## config.mk

```make
export PLATFORM = sky130hd
export DESIGN_NAME = slot_busy_map_with_pending_fifo
export DESIGN_NICKNAME = d
export VERILOG_FILES = /design/src/rtl/sbm_pkg.sv /design/src/rtl/sbm_front.sv /design/src/rtl/sbm_cmd_queue.sv /design/src/rtl/sbm_back.sv /design/src/rtl/slot_busy_map_with_pending_fifo.sv
export SDC_FILE = /design/constraint.sdc
export NUM_CORES = 1
export LEC_CHECK = 0
export ABC_AREA = 1
export BUFFER_PORTS_ARGS = -buffer_cell sky130_fd_sc_hd__buf_2
export CAP_MARGIN = 20
export CELL_PAD_IN_SITES_DETAIL_PLACEMENT = 2
export CELL_PAD_IN_SITES_GLOBAL_PLACEMENT = 2
export CORE_AREA = 2 2 327 329
export CTS_CLUSTER_DIAMETER = 60
export DETAILED_ROUTE_END_ITERATION = 10
export DIE_AREA = 0 0 329 331
export HOLD_SLACK_MARGIN = 0.03
export PLACE_DENSITY = 0.83
export SLEW_MARGIN = 15
export SYNTH_ARGS = -nofsm -noshare
export SYNTH_HDL_FRONTEND = slang
export SYNTH_HIERARCHICAL = 1
export SYNTH_SLANG_ARGS = --single-unit
```

## constraint.sdc

```tcl
create_clock -name clock -period 5.2 [get_ports clock]
set_clock_uncertainty 0.1 [all_clocks]
set_input_delay 1.04 -clock clock [delete_from_list [all_inputs] [get_ports clock]]
set_output_delay 1.04 -clock clock [all_outputs]
set_load 0.03 [all_outputs]
```

## src/rtl/sbm_pkg.sv

```systemverilog
// Package for the slot busy map block: field widths, result and command
// structs, result kinds and the back-end state type.
// No dependencies.
`default_nettype none

package sbm_pkg;

   localparam int BUILDER_W = 2;
   localparam int SLOT_W    = 6;
   localparam int HANDLE_W  = 16;
   localparam int MAX_DRAIN = 16;
   localparam int DRAIN_W   = $clog2(MAX_DRAIN + 1);

   localparam logic FUNC_SEND = 1'b0;
   localparam logic FUNC_FREE = 1'b1;

   typedef enum logic [1:0] {
      KIND_ISSUED  = 2'd0,
      KIND_QUEUED  = 2'd1,
      KIND_DROPPED = 2'd2,
      KIND_FREED   = 2'd3
   } kind_type;

   typedef struct packed {
      logic                 func;
      logic                 in_range;
      logic [BUILDER_W-1:0] builder;
      logic [SLOT_W-1:0]    slot;
      logic [HANDLE_W-1:0]  handle;
   } cmd_type;

   typedef struct packed {
      logic [BUILDER_W-1:0] builder;
      logic [SLOT_W-1:0]    slot;
      logic [HANDLE_W-1:0]  handle;
   } pend_type;

   typedef struct packed {
      kind_type             kind;
      logic [BUILDER_W-1:0] builder;
      logic [SLOT_W-1:0]    slot;
      logic [HANDLE_W-1:0]  handle;
      logic                 last;
   } result_type;

   typedef enum logic [2:0] {
      ST_CLEAR,
      ST_IDLE,
      ST_REQ,
      ST_FREE,
      ST_DRAIN_A,
      ST_DRAIN_B,
      ST_DONE
   } back_state_type;

endpackage

`default_nettype wire

```

## src/rtl/sbm_front.sv

```systemverilog
// Front end: takes request items, range-checks them, forms the busy map
// index and hands classified commands to the command queue. Uses sbm_pkg.
`default_nettype none

module sbm_front #(
   parameter int NUM_BUILDERS = 4,
   parameter int NUM_SLOTS    = 64,
   parameter int MAPW         = 8
) (
   input  wire logic                           clock,
   input  wire logic                           reset,
   input  wire logic                           req_valid,
   output logic                                req_stall,
   input  wire logic                           req_func,
   input  wire logic [sbm_pkg::BUILDER_W-1:0]  req_builder,
   input  wire logic [sbm_pkg::SLOT_W-1:0]     req_slot,
   input  wire logic [sbm_pkg::HANDLE_W-1:0]   req_handle,
   input  wire logic                           clearing,
   input  wire logic                           q_full,
   output logic                                q_push,
   output logic [MAPW+$bits(sbm_pkg::cmd_type)-1:0] q_data
);

   logic                                         front_v_ff, front_v_in;
   logic [MAPW+$bits(sbm_pkg::cmd_type)-1:0]     front_data_ff, front_data_in;
   sbm_pkg::cmd_type                             cmd;
   logic [MAPW-1:0]                              idx;
   logic                                         accept;

   always_comb begin
      cmd.func     = req_func;
      cmd.builder  = req_builder;
      cmd.slot     = req_slot;
      cmd.handle   = req_handle;
      cmd.in_range = (32'(req_builder) < NUM_BUILDERS) && (32'(req_slot) < NUM_SLOTS);
      if (cmd.in_range) begin
         idx = MAPW'(32'(req_builder) * 32'(NUM_SLOTS) + 32'(req_slot));
      end else begin
         idx = '0;
      end
   end

   assign req_stall = clearing || (front_v_ff && q_full);
   assign accept    = req_valid && !req_stall;
   assign q_push    = front_v_ff && !q_full;
   assign q_data    = front_data_ff;

   always_comb begin
      front_v_in    = front_v_ff;
      front_data_in = front_data_ff;
      if (accept) begin
         front_v_in    = 1'b1;
         front_data_in = {idx, cmd};
      end else if (q_push) begin
         front_v_in = 1'b0;
      end
   end

   always_ff @(posedge clock) begin
      if (reset) begin
         front_v_ff <= 1'b0;
      end else begin
         front_v_ff <= front_v_in;
      end
   end

   always_ff @(posedge clock) begin
      front_data_ff <= front_data_in;
   end

endmodule

`default_nettype wire

```

## src/rtl/sbm_cmd_queue.sv

```systemverilog
// Two-entry command queue between the front end and the back end.
// No package dependencies.
`default_nettype none

module sbm_cmd_queue #(
   parameter int W = 34
) (
   input  wire logic         clock,
   input  wire logic         reset,
   input  wire logic         push,
   input  wire logic [W-1:0] push_data,
   output logic              full,
   input  wire logic         pop,
   output logic              not_empty,
   output logic [W-1:0]      head_data
);

   logic [W-1:0] entry_ff [2];
   logic         wr_ptr_ff, wr_ptr_in;
   logic         rd_ptr_ff, rd_ptr_in;
   logic [1:0]   cnt_ff, cnt_in;

   assign full      = (cnt_ff == 2'd2);
   assign not_empty = (cnt_ff != 2'd0);
   assign head_data = entry_ff[rd_ptr_ff];

   always_comb begin
      wr_ptr_in = push ? ~wr_ptr_ff : wr_ptr_ff;
      rd_ptr_in = pop  ? ~rd_ptr_ff : rd_ptr_ff;
      cnt_in    = cnt_ff + 2'(push) - 2'(pop);
   end

   always_ff @(posedge clock) begin
      if (reset) begin
         wr_ptr_ff <= 1'b0;
         rd_ptr_ff <= 1'b0;
         cnt_ff    <= 2'd0;
      end else begin
         wr_ptr_ff <= wr_ptr_in;
         rd_ptr_ff <= rd_ptr_in;
         cnt_ff    <= cnt_in;
      end
   end

   always_ff @(posedge clock) begin
      if (push) begin
         entry_ff[wr_ptr_ff] <= push_data;
      end
   end

endmodule

`default_nettype wire

```

## src/rtl/sbm_back.sv

```systemverilog
// Back end: busy map memory with its clearing pass, pending request FIFO,
// drain sequencer and result register. Uses sbm_pkg.
`default_nettype none

module sbm_back #(
   parameter int NUM_BUILDERS = 4,
   parameter int NUM_SLOTS    = 64,
   parameter int QUEUE_DEPTH  = 16,
   parameter int MAPW         = 8
) (
   input  wire logic                                     clock,
   input  wire logic                                     reset,
   input  wire logic                                     cmd_valid,
   input  wire logic [MAPW+$bits(sbm_pkg::cmd_type)-1:0] cmd_data,
   output logic                                          cmd_pop,
   output logic                                          clearing,
   output logic                                          rsp_valid,
   input  wire logic                                     rsp_stall,
   output logic [1:0]                                    rsp_kind,
   output logic [sbm_pkg::BUILDER_W-1:0]                 rsp_out_builder,
   output logic [sbm_pkg::SLOT_W-1:0]                    rsp_out_slot,
   output logic [sbm_pkg::HANDLE_W-1:0]                  rsp_out_handle,
   output logic                                          rsp_last
);

   localparam int MAP_DEPTH = NUM_BUILDERS * NUM_SLOTS;
   localparam int CMD_W     = $bits(sbm_pkg::cmd_type);
   localparam int PEND_W    = MAPW + $bits(sbm_pkg::pend_type);
   localparam int QW        = (QUEUE_DEPTH > 1) ? $clog2(QUEUE_DEPTH) : 1;
   localparam int QCW       = $clog2(QUEUE_DEPTH + 1);
   localparam int SW        = QCW + 1;
   localparam int DW        = sbm_pkg::DRAIN_W;

   sbm_pkg::back_state_type          state_ff, state_in;
   sbm_pkg::cmd_type                 cur_ff, cur_in;
   logic [MAPW-1:0]                  cur_idx_ff, cur_idx_in;
   logic [MAPW-1:0]                  clr_ff, clr_in;
   logic [QW-1:0]                    head_ff, head_in;
   logic [QCW-1:0]                   count_ff, count_in;
   logic [DW-1:0]                    n_ff, n_in;
   logic                             hold_v_ff, hold_v_in;
   sbm_pkg::result_type              hold_ff, hold_in;
   logic                             rsp_v_ff, rsp_v_in;
   sbm_pkg::result_type              rsp_ff, rsp_in;

   logic                             busy_mem_ff [MAP_DEPTH];
   logic                             map_rd_ff;
   logic                             map_we, map_wdata;
   logic [MAPW-1:0]                  map_waddr, map_raddr;

   logic [PEND_W-1:0]                pend_mem_ff [QUEUE_DEPTH];
   logic [PEND_W-1:0]                pend_rd_ff;
   logic                             pend_we;
   logic [QW-1:0]                    pend_waddr;
   logic [PEND_W-1:0]                pend_wdata;

   sbm_pkg::cmd_type                 cmd_fields;
   logic [MAPW-1:0]                  cmd_idx;
   sbm_pkg::pend_type                pr;
   logic [MAPW-1:0]                  pr_idx;
   logic [SW-1:0]                    tail_sum;
   logic [QW-1:0]                    tail;
   logic                             out_free;
   logic                             push;
   sbm_pkg::result_type              push_data;

   assign cmd_fields = sbm_pkg::cmd_type'(cmd_data[CMD_W-1:0]);
   assign cmd_idx    = cmd_data[CMD_W +: MAPW];
   assign pr         = sbm_pkg::pend_type'(pend_rd_ff[$bits(sbm_pkg::pend_type)-1:0]);
   assign pr_idx     = pend_rd_ff[$bits(sbm_pkg::pend_type) +: MAPW];
   assign tail_sum   = SW'(head_ff) + SW'(count_ff);
   assign tail       = (tail_sum >= SW'(QUEUE_DEPTH)) ? QW'(tail_sum - SW'(QUEUE_DEPTH))
                                                      : QW'(tail_sum);
   assign out_free   = !rsp_v_ff || !rsp_stall;
   assign clearing   = (state_ff == sbm_pkg::ST_CLEAR);

   always_comb begin
      unique case (state_ff)
         sbm_pkg::ST_IDLE: map_raddr = cmd_idx;
         sbm_pkg::ST_REQ:  map_raddr = cur_idx_ff;
         default:          map_raddr = pr_idx;
      endcase
   end

   always_comb begin
      state_in   = state_ff;
      cur_in     = cur_ff;
      cur_idx_in = cur_idx_ff;
      clr_in     = clr_ff;
      head_in    = head_ff;
      count_in   = count_ff;
      n_in       = n_ff;
      hold_v_in  = hold_v_ff;
      hold_in    = hold_ff;
      push       = 1'b0;
      push_data  = '0;
      map_we     = 1'b0;
      map_waddr  = cur_idx_ff;
      map_wdata  = 1'b0;
      pend_we    = 1'b0;
      pend_waddr = tail;
      pend_wdata = {cur_idx_ff, cur_ff.builder, cur_ff.slot, cur_ff.handle};
      cmd_pop    = 1'b0;

      unique case (state_ff)
         sbm_pkg::ST_CLEAR: begin
            map_we    = 1'b1;
            map_waddr = clr_ff;
            clr_in    = clr_ff + MAPW'(1);
            if (clr_ff == MAPW'(MAP_DEPTH - 1)) begin
               state_in = sbm_pkg::ST_IDLE;
            end
         end
         sbm_pkg::ST_IDLE: begin
            if (cmd_valid) begin
               cmd_pop    = 1'b1;
               cur_in     = cmd_fields;
               cur_idx_in = cmd_idx;
               state_in   = (cmd_fields.func == sbm_pkg::FUNC_SEND) ? sbm_pkg::ST_REQ
                                                                    : sbm_pkg::ST_FREE;
            end
         end
         sbm_pkg::ST_REQ: begin
            if (out_free) begin
               push              = 1'b1;
               push_data.builder = cur_ff.builder;
               push_data.slot    = cur_ff.slot;
               push_data.handle  = cur_ff.handle;
               push_data.last    = 1'b1;
               if (!cur_ff.in_range) begin
                  push_data.kind = sbm_pkg::KIND_DROPPED;
               end else if (!map_rd_ff) begin
                  push_data.kind = sbm_pkg::KIND_ISSUED;
                  map_we         = 1'b1;
                  map_wdata      = 1'b1;
               end else if (count_ff < QCW'(QUEUE_DEPTH)) begin
                  push_data.kind = sbm_pkg::KIND_QUEUED;
                  pend_we        = 1'b1;
                  count_in       = count_ff + QCW'(1);
               end else begin
                  push_data.kind = sbm_pkg::KIND_DROPPED;
               end
               state_in = sbm_pkg::ST_IDLE;
            end
         end
         sbm_pkg::ST_FREE: begin
            map_we   = cur_ff.in_range;
            n_in     = '0;
            state_in = sbm_pkg::ST_DRAIN_A;
         end
         sbm_pkg::ST_DRAIN_A: begin
            if (count_ff == '0 || n_ff == DW'(sbm_pkg::MAX_DRAIN)) begin
               state_in = sbm_pkg::ST_DONE;
            end else begin
               state_in = sbm_pkg::ST_DRAIN_B;
            end
         end
         sbm_pkg::ST_DRAIN_B: begin
            if (map_rd_ff) begin
               state_in = sbm_pkg::ST_DONE;
            end else if (!hold_v_ff || out_free) begin
               push            = hold_v_ff;
               push_data       = hold_ff;
               hold_v_in       = 1'b1;
               hold_in.kind    = sbm_pkg::KIND_ISSUED;
               hold_in.builder = pr.builder;
               hold_in.slot    = pr.slot;
               hold_in.handle  = pr.handle;
               hold_in.last    = 1'b0;
               map_we          = 1'b1;
               map_waddr       = pr_idx;
               map_wdata       = 1'b1;
               head_in         = (head_ff == QW'(QUEUE_DEPTH - 1)) ? '0 : head_ff + QW'(1);
               count_in        = count_ff - QCW'(1);
               n_in            = n_ff + DW'(1);
               state_in        = sbm_pkg::ST_DRAIN_A;
            end
         end
         sbm_pkg::ST_DONE: begin
            if (out_free) begin
               push = 1'b1;
               if (hold_v_ff) begin
                  push_data      = hold_ff;
                  push_data.last = 1'b1;
               end else begin
                  push_data.kind    = sbm_pkg::KIND_FREED;
                  push_data.builder = cur_ff.builder;
                  push_data.slot    = cur_ff.slot;
                  push_data.handle  = '0;
                  push_data.last    = 1'b1;
               end
               hold_v_in = 1'b0;
               state_in  = sbm_pkg::ST_IDLE;
            end
         end
         default: begin
            state_in = sbm_pkg::ST_IDLE;
         end
      endcase

      rsp_v_in = push ? 1'b1 : (rsp_v_ff && rsp_stall);
      rsp_in   = push ? push_data : rsp_ff;
   end

   always_ff @(posedge clock) begin
      if (reset) begin
         state_ff  <= sbm_pkg::ST_CLEAR;
         clr_ff    <= '0;
         head_ff   <= '0;
         count_ff  <= '0;
         n_ff      <= '0;
         hold_v_ff <= 1'b0;
         rsp_v_ff  <= 1'b0;
      end else begin
         state_ff  <= state_in;
         clr_ff    <= clr_in;
         head_ff   <= head_in;
         count_ff  <= count_in;
         n_ff      <= n_in;
         hold_v_ff <= hold_v_in;
         rsp_v_ff  <= rsp_v_in;
      end
   end

   always_ff @(posedge clock) begin
      cur_ff     <= cur_in;
      cur_idx_ff <= cur_idx_in;
      hold_ff    <= hold_in;
      rsp_ff     <= rsp_in;
   end

   // busy map
   always_ff @(posedge clock) begin
      if (map_we) begin
         busy_mem_ff[map_waddr] <= map_wdata;
      end
      map_rd_ff <= busy_mem_ff[map_raddr];
   end

   // pending FIFO, read at the next head so the data follows a pop
   always_ff @(posedge clock) begin
      if (pend_we) begin
         pend_mem_ff[pend_waddr] <= pend_wdata;
      end
      pend_rd_ff <= pend_mem_ff[head_in];
   end

   assign rsp_valid       = rsp_v_ff;
   assign rsp_kind        = rsp_ff.kind;
   assign rsp_out_builder = rsp_ff.builder;
   assign rsp_out_slot    = rsp_ff.slot;
   assign rsp_out_handle  = rsp_ff.handle;
   assign rsp_last        = rsp_ff.last;

endmodule

`default_nettype wire

```

## src/rtl/slot_busy_map_with_pending_fifo.sv

```systemverilog
// Top level of the slot busy map with pending request FIFO.
// Instantiates sbm_front, sbm_cmd_queue and sbm_back; uses sbm_pkg.
//
//   port group  direction  handshake            payload
//   req_        in         req_valid/req_stall  func, builder, slot, handle
//   rsp_        out        rsp_valid/rsp_stall  kind, out_builder, out_slot,
//                                               out_handle, last
//
// A send request passes the idle and request states. A completion passes the
// free state, a pending FIFO read and a busy map read for each drained entry
// and for a busy head that ends the drain, then the done state; at most 16
// entries drain per completion. After reset all NUM_BUILDERS * NUM_SLOTS
// busy map entries are cleared, one a cycle, with req_stall high meanwhile.
// A two-entry command queue lets requests be taken while the back end drains
// or waits on rsp_stall; the result register holds a stalled item.
`default_nettype none

module slot_busy_map_with_pending_fifo #(
   parameter int NUM_BUILDERS = 4,
   parameter int NUM_SLOTS    = 64,
   parameter int QUEUE_DEPTH  = 16
) (
   input  wire logic                          clock,
   input  wire logic                          reset,
   input  wire logic                          req_valid,
   output logic                               req_stall,
   input  wire logic                          req_func,
   input  wire logic [sbm_pkg::BUILDER_W-1:0] req_builder,
   input  wire logic [sbm_pkg::SLOT_W-1:0]    req_slot,
   input  wire logic [sbm_pkg::HANDLE_W-1:0]  req_handle,
   output logic                               rsp_valid,
   input  wire logic                          rsp_stall,
   output logic [1:0]                         rsp_kind,
   output logic [sbm_pkg::BUILDER_W-1:0]      rsp_out_builder,
   output logic [sbm_pkg::SLOT_W-1:0]         rsp_out_slot,
   output logic [sbm_pkg::HANDLE_W-1:0]       rsp_out_handle,
   output logic                               rsp_last
);

   localparam int MAP_DEPTH = NUM_BUILDERS * NUM_SLOTS;
   localparam int MAPW      = (MAP_DEPTH > 1) ? $clog2(MAP_DEPTH) : 1;
   localparam int QDW       = MAPW + $bits(sbm_pkg::cmd_type);

   logic           clearing;
   logic           q_full, q_push, q_pop, q_not_empty;
   logic [QDW-1:0] q_in_data, q_head_data;

   sbm_front #(
      .NUM_BUILDERS (NUM_BUILDERS),
      .NUM_SLOTS    (NUM_SLOTS),
      .MAPW         (MAPW)
   ) u_front (
      .clock       (clock),
      .reset       (reset),
      .req_valid   (req_valid),
      .req_stall   (req_stall),
      .req_func    (req_func),
      .req_builder (req_builder),
      .req_slot    (req_slot),
      .req_handle  (req_handle),
      .clearing    (clearing),
      .q_full      (q_full),
      .q_push      (q_push),
      .q_data      (q_in_data)
   );

   sbm_cmd_queue #(
      .W (QDW)
   ) u_queue (
      .clock     (clock),
      .reset     (reset),
      .push      (q_push),
      .push_data (q_in_data),
      .full      (q_full),
      .pop       (q_pop),
      .not_empty (q_not_empty),
      .head_data (q_head_data)
   );

   sbm_back #(
      .NUM_BUILDERS (NUM_BUILDERS),
      .NUM_SLOTS    (NUM_SLOTS),
      .QUEUE_DEPTH  (QUEUE_DEPTH),
      .MAPW         (MAPW)
   ) u_back (
      .clock           (clock),
      .reset           (reset),
      .cmd_valid       (q_not_empty),
      .cmd_data        (q_head_data),
      .cmd_pop         (q_pop),
      .clearing        (clearing),
      .rsp_valid       (rsp_valid),
      .rsp_stall       (rsp_stall),
      .rsp_kind        (rsp_kind),
      .rsp_out_builder (rsp_out_builder),
      .rsp_out_slot    (rsp_out_slot),
      .rsp_out_handle  (rsp_out_handle),
      .rsp_last        (rsp_last)
   );

endmodule

`default_nettype wire

```

Word-level counts from Yosys, hierarchy flattened:

Memories as Yosys holds them, arrays and structs flattened. A register that Yosys moved wholly into a read port is not among the register bits.
Index checks and enable logic that the tools add are counted.

* add/subtract/negate cells: 10
* $mul: 0
* multiplexer cells: 69
* reductions and logical operators: 27
* div/mod/pow operators: 0
* eq/ne operators: 21
* shifts and indexed selects: 0
* $lt $le $gt $ge: 2
* bitwise logic cells: 3

Operator list (count)
* 27-bit 2-to-1 mux: 4
* 27-bit one-hot mux with 3 select lines: 1
* 5-bit 2-to-1 mux: 8
* 8-bit one-hot mux with 2 select lines: 2
* 1-bit 2-to-1 mux: 30
* 25-bit 2-to-1 mux: 1
* 4-bit 2-to-1 mux: 5
* 5-bit one-hot mux with 2 select lines: 2
* 3-bit one-hot mux with 6 select lines: 1
* 8-bit 2-to-1 mux: 2
* 2-bit by 1-bit inequality test with 1-bit output, second input constant: 8
* 3-bit 2-to-1 mux: 5
* 5-bit by 1-bit adder with 5-bit output, second input constant: 2
* 2-bit nonzero test: 5
* 3-bit == test, second input constant: 3
* 8-bit by 1-bit adder with 8-bit output, second input constant: 1
* 8-bit by 6-bit adder with 8-bit output: 1
* 8-bit == test, second input constant: 1
* 2-bit 2-to-1 mux: 4
* 4-bit AND reduction: 2
* 7-bit AND reduction: 1
* 4-bit by 5-bit adder with 6-bit output: 1
* 3-bit by 2-bit == test with 1-bit output, second input constant: 2
* 6-bit by 5-bit >= comparator with 1-bit output, second input constant: 1
* other kinds (23): 39

* logic and storage cells: 160
* flip-flop bits (word level): 149
* bits of input ports: 29
* ROM bits: 0
* output and inout port bits: 29
* memories kept: 3
* RAM bits: 834
* bits in latches: 0

Memory list
* u_back.pend_mem_ff: depth 16, bits a word 32, read ports 1, clocked after Yosys merged registers in 1, write ports 1, RTL line sbm_back.sv:51 `logic [PEND_W-1:0] pend_mem_ff [QUEUE_DEPTH];`
* u_back.busy_mem_ff: depth 256, bits a word 1, read ports 1, clocked after Yosys merged registers in 1, write ports 1, RTL line sbm_back.sv:46 `logic busy_mem_ff [MAP_DEPTH];`
* u_queue.entry_ff: depth 2, bits a word 33, read ports 1, clocked after Yosys merged registers in 1, write ports 1, RTL line sbm_cmd_queue.sv:18 `logic [W-1:0] entry_ff [2];`

Depth between registers and ports, before layout:

* depth after elaboration: 8
* mapped depth: 18
* mapped depth without buffers: 16

Modules after synthesis:

The synthesis kept the hierarchy.

Modules (own cells, without submodules)
* sbm_back: area an instance 38072.8 um^2, instances 1, sequential area each 26785.7 um^2, cells each 3376
* sbm_cmd_queue: area an instance 2832.7 um^2, instances 1, sequential area each 2142.1 um^2, cells each 137
* sbm_front: area an instance 893.4 um^2, instances 1, sequential area each 770.7 um^2, cells each 47

Worst setup path before layout:

OpenSTA, ideal clock, no wires.

* kind: in2reg
* from: in rsp_stall
* to: mem u_back.busy_mem_ff[0] (data pin)
* library setup time: 0.823 ns
* stages on the path: 7
* buffers on the path: 0
* data required time: 4.277 ns
* data arrival time: 4.688 ns
* setup slack: -0.410 ns
* cell sequence: nand2_1 nor2_1 inv_1 nand2_2 nor2_8 inv_2 nand2_1

* cells in the longest elaborated chain, start to end: 6
* elaborated cells between the ends (all ways): 7
* those cells by class: 4 x mux; 3 x reduce/logical

Ends and longest elaborated chain
* start, declared: RTL line slot_busy_map_with_pending_fifo.sv:32 `input wire logic rsp_stall,`
* 1-bit logical NOT *: RTL line sbm_back.sv:74 `assign out_free = !rsp_v_ff || !rsp_stall;`
* 1-bit logical OR *: RTL line sbm_back.sv:74
* 1-bit logical OR: RTL line sbm_back.sv:161 `end else if (!hold_v_ff || out_free) begin`
* 1-bit 2-to-1 mux: RTL line sbm_back.sv:161
* 1-bit 2-to-1 mux: RTL line sbm_back.sv:159 `if (map_rd_ff) begin`
* 1-bit one-hot mux with 2 select lines *: RTL line sbm_back.sv:105 `unique case (state_ff)`
* named net u_back.map_wdata: RTL line sbm_back.sv:48 `logic map_we, map_wdata;`
* end, declared: RTL line sbm_back.sv:46

Mark *: on every way through the listed nets, which the timed path passes. The rest lies on a longest branch.

Worst setup path after layout:

* from: reg u_back.state_ff[2]
* to: reg u_back.pend_rd_ff[31], read port of u_back.pend_mem_ff

* cells in the longest elaborated chain, start to end: 2

Ends and longest elaborated chain
* start, declared: RTL line sbm_back.sv:34 `sbm_pkg::back_state_type state_ff, state_in;`
* start signal, assigned: RTL line sbm_back.sv:207 `state_ff <= sbm_pkg::ST_CLEAR;`
* start signal, assigned: RTL line sbm_back.sv:215 `state_ff <= state_in;`
* 3-bit == test: RTL line sbm_back.sv:105
* 4-bit 2-to-1 mux: RTL line sbm_back.sv:105
* end, declared: RTL line sbm_back.sv:52 `logic [PEND_W-1:0] pend_rd_ff;`

Every way passes these cells.
A chain may end at the register's enable or synchronous reset.

==> reports/metrics.csv <==
stage,metric,value,unit
run_status,status,"complete, no violations",
layout,Layout Area Growth over Synthesis,13.8,%
power,Leak,16.8,nW
yosys,synth warn,6,
clocking,TritonCTS clock tree,yes,
layout,final core utilization,0.453,
power,Reg power frac,0.418,
job,max_cap viols,0,
drt,Via density,5.94,
floorplanning,Rows,119,
floorplanning,Die ar.,109000,µm²
yosys,post-synthesis cell type count,53,
global_routing,largest net degree at the start of global routing,135,
layout,layout cells sized above 1,0.111,
placement,GPL Wtd Cong,0.793,
timing,crit share post-route,0.901,
timing,slew margin rel.,0.232,
floorplanning,Starting Density,0.398,
worst_setup_path,FF-to-FF End,u_back/pend_rd_ff[31]$_DFF_P_,
timing,Worst Max-Slew Pin Slew,1.15,ns
power,Worst IR Drop VDD,0.384,mV
timing,FMAX,0.213,GHz
global_routing,first-pass GRT wire length,233,mm
floorplanning,I/O pins,58,
power,Switching Share,0.330,
placement,IO Port Bufs,57,
yosys,"flops & latches, synth",1011,
layout,Finished Cell Area,47600,µm²
power,Clk pwr share,0.375,
worst_setup_path,crit-path max FO,74,
floorplanning,Die W,329,µm
drt,final WL,162,mm
yosys,ys async rst share,0,
timing,Final min period,4.69,ns
clocking,clk sinks,1011,
timing,unrepaired setup endpoints after global routing,false,
worst_setup_path,Critical Path Sink Type,flop,
worst_setup_path,CP Launch Type,flop,
drt,DRT Pass-1 Iters,7,
timing,Slew Limit Fails,0,
global_routing,initial antenna violation count,1,
clocking,total CTS buffers,111,
timing,Final setup viols,0,
yosys,dominant synthesized flop cell,edfxtp_1,
drt,via count,30143,
placement,Placement Cell Area,43700,µm²
placement,DP Wirelength,91.2,mm
worst_setup_path,worst reg2reg startpoint,u_back/state_ff[2]$_SDFFE_PP0P_,
floorplanning,die extent in y,331,µm
yosys,mean post-synth cell area,11.7,µm²
placement,pre-CTS setup slack,0.178,ns
worst_setup_path,WP data arrival,5.24,ns
yosys,"Seq/Total Area, Yosys",0.711,
global_routing,GR Overflow Total,0,
clocking,hold buffers post-CTS,0,
power,Int Power,15.0,mW
hold_path,Hold Path Sink,u_back/hold_ff[7]$_DFFE_PP_,
worst_setup_path,CP Class,reg2reg,
yosys,post-synthesis net count,3603,
drt,WL/cell,31.9,µm
hold_path,hold path startpoint,u_back/pend_rd_ff[6]$_DFF_P_,
layout,most frequent cells in the layout,"edfxtp_1, nor2_1, nand2_1",
yosys,number of synthesized flops with an enable pin,945,
floorplanning,Core Area,105000,µm²
clocking,CTS root buf,clkbuf_16,
timing,setup TNS,0,ns
layout,"most common cell after layout, fill and taps aside",edfxtp_1,
power,PwrDens,471,nW/µm²
drt,DRC viols,0,
power,combinational share of power,0.207,
global_routing,vias in the first global route,33060,
hold_path,Hold/Removal Path Class,reg2reg,
yosys,Syn Inst Count,3560,
clocking,setup bufs post-CTS,0,
global_routing,Total GRT Usage,0.295,
worst_setup_path,r2r worst-path depth,17,
timing,Hold WS,0.319,ns
layout,FILL cells,10309,
timing,"Hold Violations, Final",0,
hold_path,Hold Crit Depth,0,
yosys,mapped cell area,41800,µm²
timing,final worst setup slack,0.515,ns
clocking,Worst-Skew Late Latency,0.74,ns
drt,Post-DRT Antenna Nets,0,
worst_setup_path,FF-to-FF setup slack,0.51,ns
power,NetSw,7.40,mW
clocking,CTS H-Tree Depth,3,
clocking,CTS resizes,0,
worst_setup_path,Required @ worst endpoint,5.75,ns
layout,nets,3626,
clocking,Longest Clk Path Bufs,3,
clocking,"Clk pin slew, worst setup/hold paths",0.07,ns
drt,1st-iter DRT viols,3116,
==> layer usage <==
metal / GRT usage / share of wire
met5: 0 / 0
met4: 0.163 / 0.059
met1: 0.349 / 0.37
met3: 0.0438 / 0.063
met2: 0.515 / 0.50
==> per-stage QoR <==
stage                     total power, mW  instances
after floorplan                      12.0       3560
after global placement               13.4       4859
after detailed placement             13.8       4859
after CTS                            22.4       5069
after global routing                 22.9       5071
final                                22.4       5072
==> worst max-delay path by stage <==
stage / slack, ns / from / endpoint / cells after the start
detailed placement: 0.18 / rsp_stall / u_back/pend_rd_ff[22]$_DFF_P_ / 17
global placement: 0.55 / rsp_stall / u_back/pend_rd_ff[14]$_DFF_P_ / 17
finish: 0.51 / u_back/state_ff[2]$_SDFFE_PP0P_ / u_back/pend_rd_ff[31]$_DFF_P_ / 17
floorplan: 1.22 / rsp_stall / u_back/busy_mem_ff[0]$_DFFE_PP_ / 7
CTS: 0.65 / u_back/state_ff[2]$_SDFFE_PP0P_ / u_back/pend_rd_ff[31]$_DFF_P_ / 17
global route: 0.40 / u_back/state_ff[2]$_SDFFE_PP0P_ / u_back/pend_rd_ff[31]$_DFF_P_ / 17
==> state kept, by name (all words and copies together), names as in the netlist, 16 cells and up, named ones only <==
register and count:
u_queue/entry_ff 68, u_back/hold_ff 24, u_front/q_data 25, u_back/rsp_out_handle 16
u_back/busy_mem_ff 256, u_back/cur_ff 25, u_back/pend_mem_ff 512, u_back/pend_rd_ff 32
==> synthesized netlist by cell type (2+ instances only) <==
cell      instances  area [µm²]
o22ai_1           8        50.1
buf_2            91         455
nor2_1          720        2700
nand2_1         367        1380
inv_1           288        1080
xor2_1            4        35.0
a211oi_1          4        30.0
nand3_2           4        40.0
clkbuf_1         86         323
edfxtp_1        945       28400
buf_4            14         105
mux2_2            4        45.0
nor3_1            6        30.0
nand3b_1         35         263
ha_1             12         150
inv_2            21        78.8
mux2_4           30         450
nand3_1         257        1290
fa_1              2        40.0
nor2_2           11        68.8
o21ai_0         298        1490
a21oi_2           2        17.5
nand2_2           5        31.3
buf_6             2        22.5
a21oi_1          27         135
nor2_8            2        40.0
buf_1            12        45.0
o21ai_1          56         280
o211ai_1        140        1050
dfxtp_1          66        1320
a31oi_1           4        25.0
nand4_1           3        18.8
o21a_1            6        45.0
xnor2_1           5        43.8
a32oi_1           3        26.3
buf_12            3        60.1
==> power groups by stage <==
stage	sequential, mW	combinational [mW]	clock (mW)
3_5_place_dp	9.52	4.26	0
3_3_place_gp	9.48	3.96	0
6_report	9.37	4.63	8.40
2_1_floorplan	9.50	2.54	0
4_1_cts	9.36	4.51	8.49
5_1_grt	9.38	4.83	8.73
==> critical path, cell delays in order (launching register included) <==
cell and delay (ns):
dfxtp_1 0.42, inv_2 0.14, nor2_2 0.20, inv_2 0.13, nor2_8 0.25, inv_4 0.11
nor2_8 0.50, inv_2 0.27, nand2_1 0.25, nand2_8 0.33, inv_8 0.45, buf_4 0.46
nor2_1 0.12, nor2_1 0.22, o21ai_0 0.16, o21ai_1 0.14, o211ai_1 0.12, nand2_1 0.16
==> kinds of logic after synthesis <==
group / Yosys count / synth area share
and+or+nand+nor: 1414 / 0.141
DFF: 1011 / 0.711
AOI/OAI and AO/OA: 557 / 0.0777
buffers and inverters: 519 / 0.0522
muxes: 35 / 0.0122
adders and majority gates: 14 / 0.00455
xor gates and xnor gates: 9 / 0.00189
other: 1 / 0.0000897
==> layout make-up <==
type                       instances  area, µm²  share of cell area
multi-input combinational       2030      10100               0.213
antenna                            1       2.50           0.0000526
inverter                         311       1180              0.0248
timing repair buffer             118        976              0.0205
sequential                      1011      29700               0.624
clock inverter                    65        733              0.0154
tap                             1391       1740              0.0366
clock buffer                     145       3090              0.0649
Power figures use the tool's default switching activity.
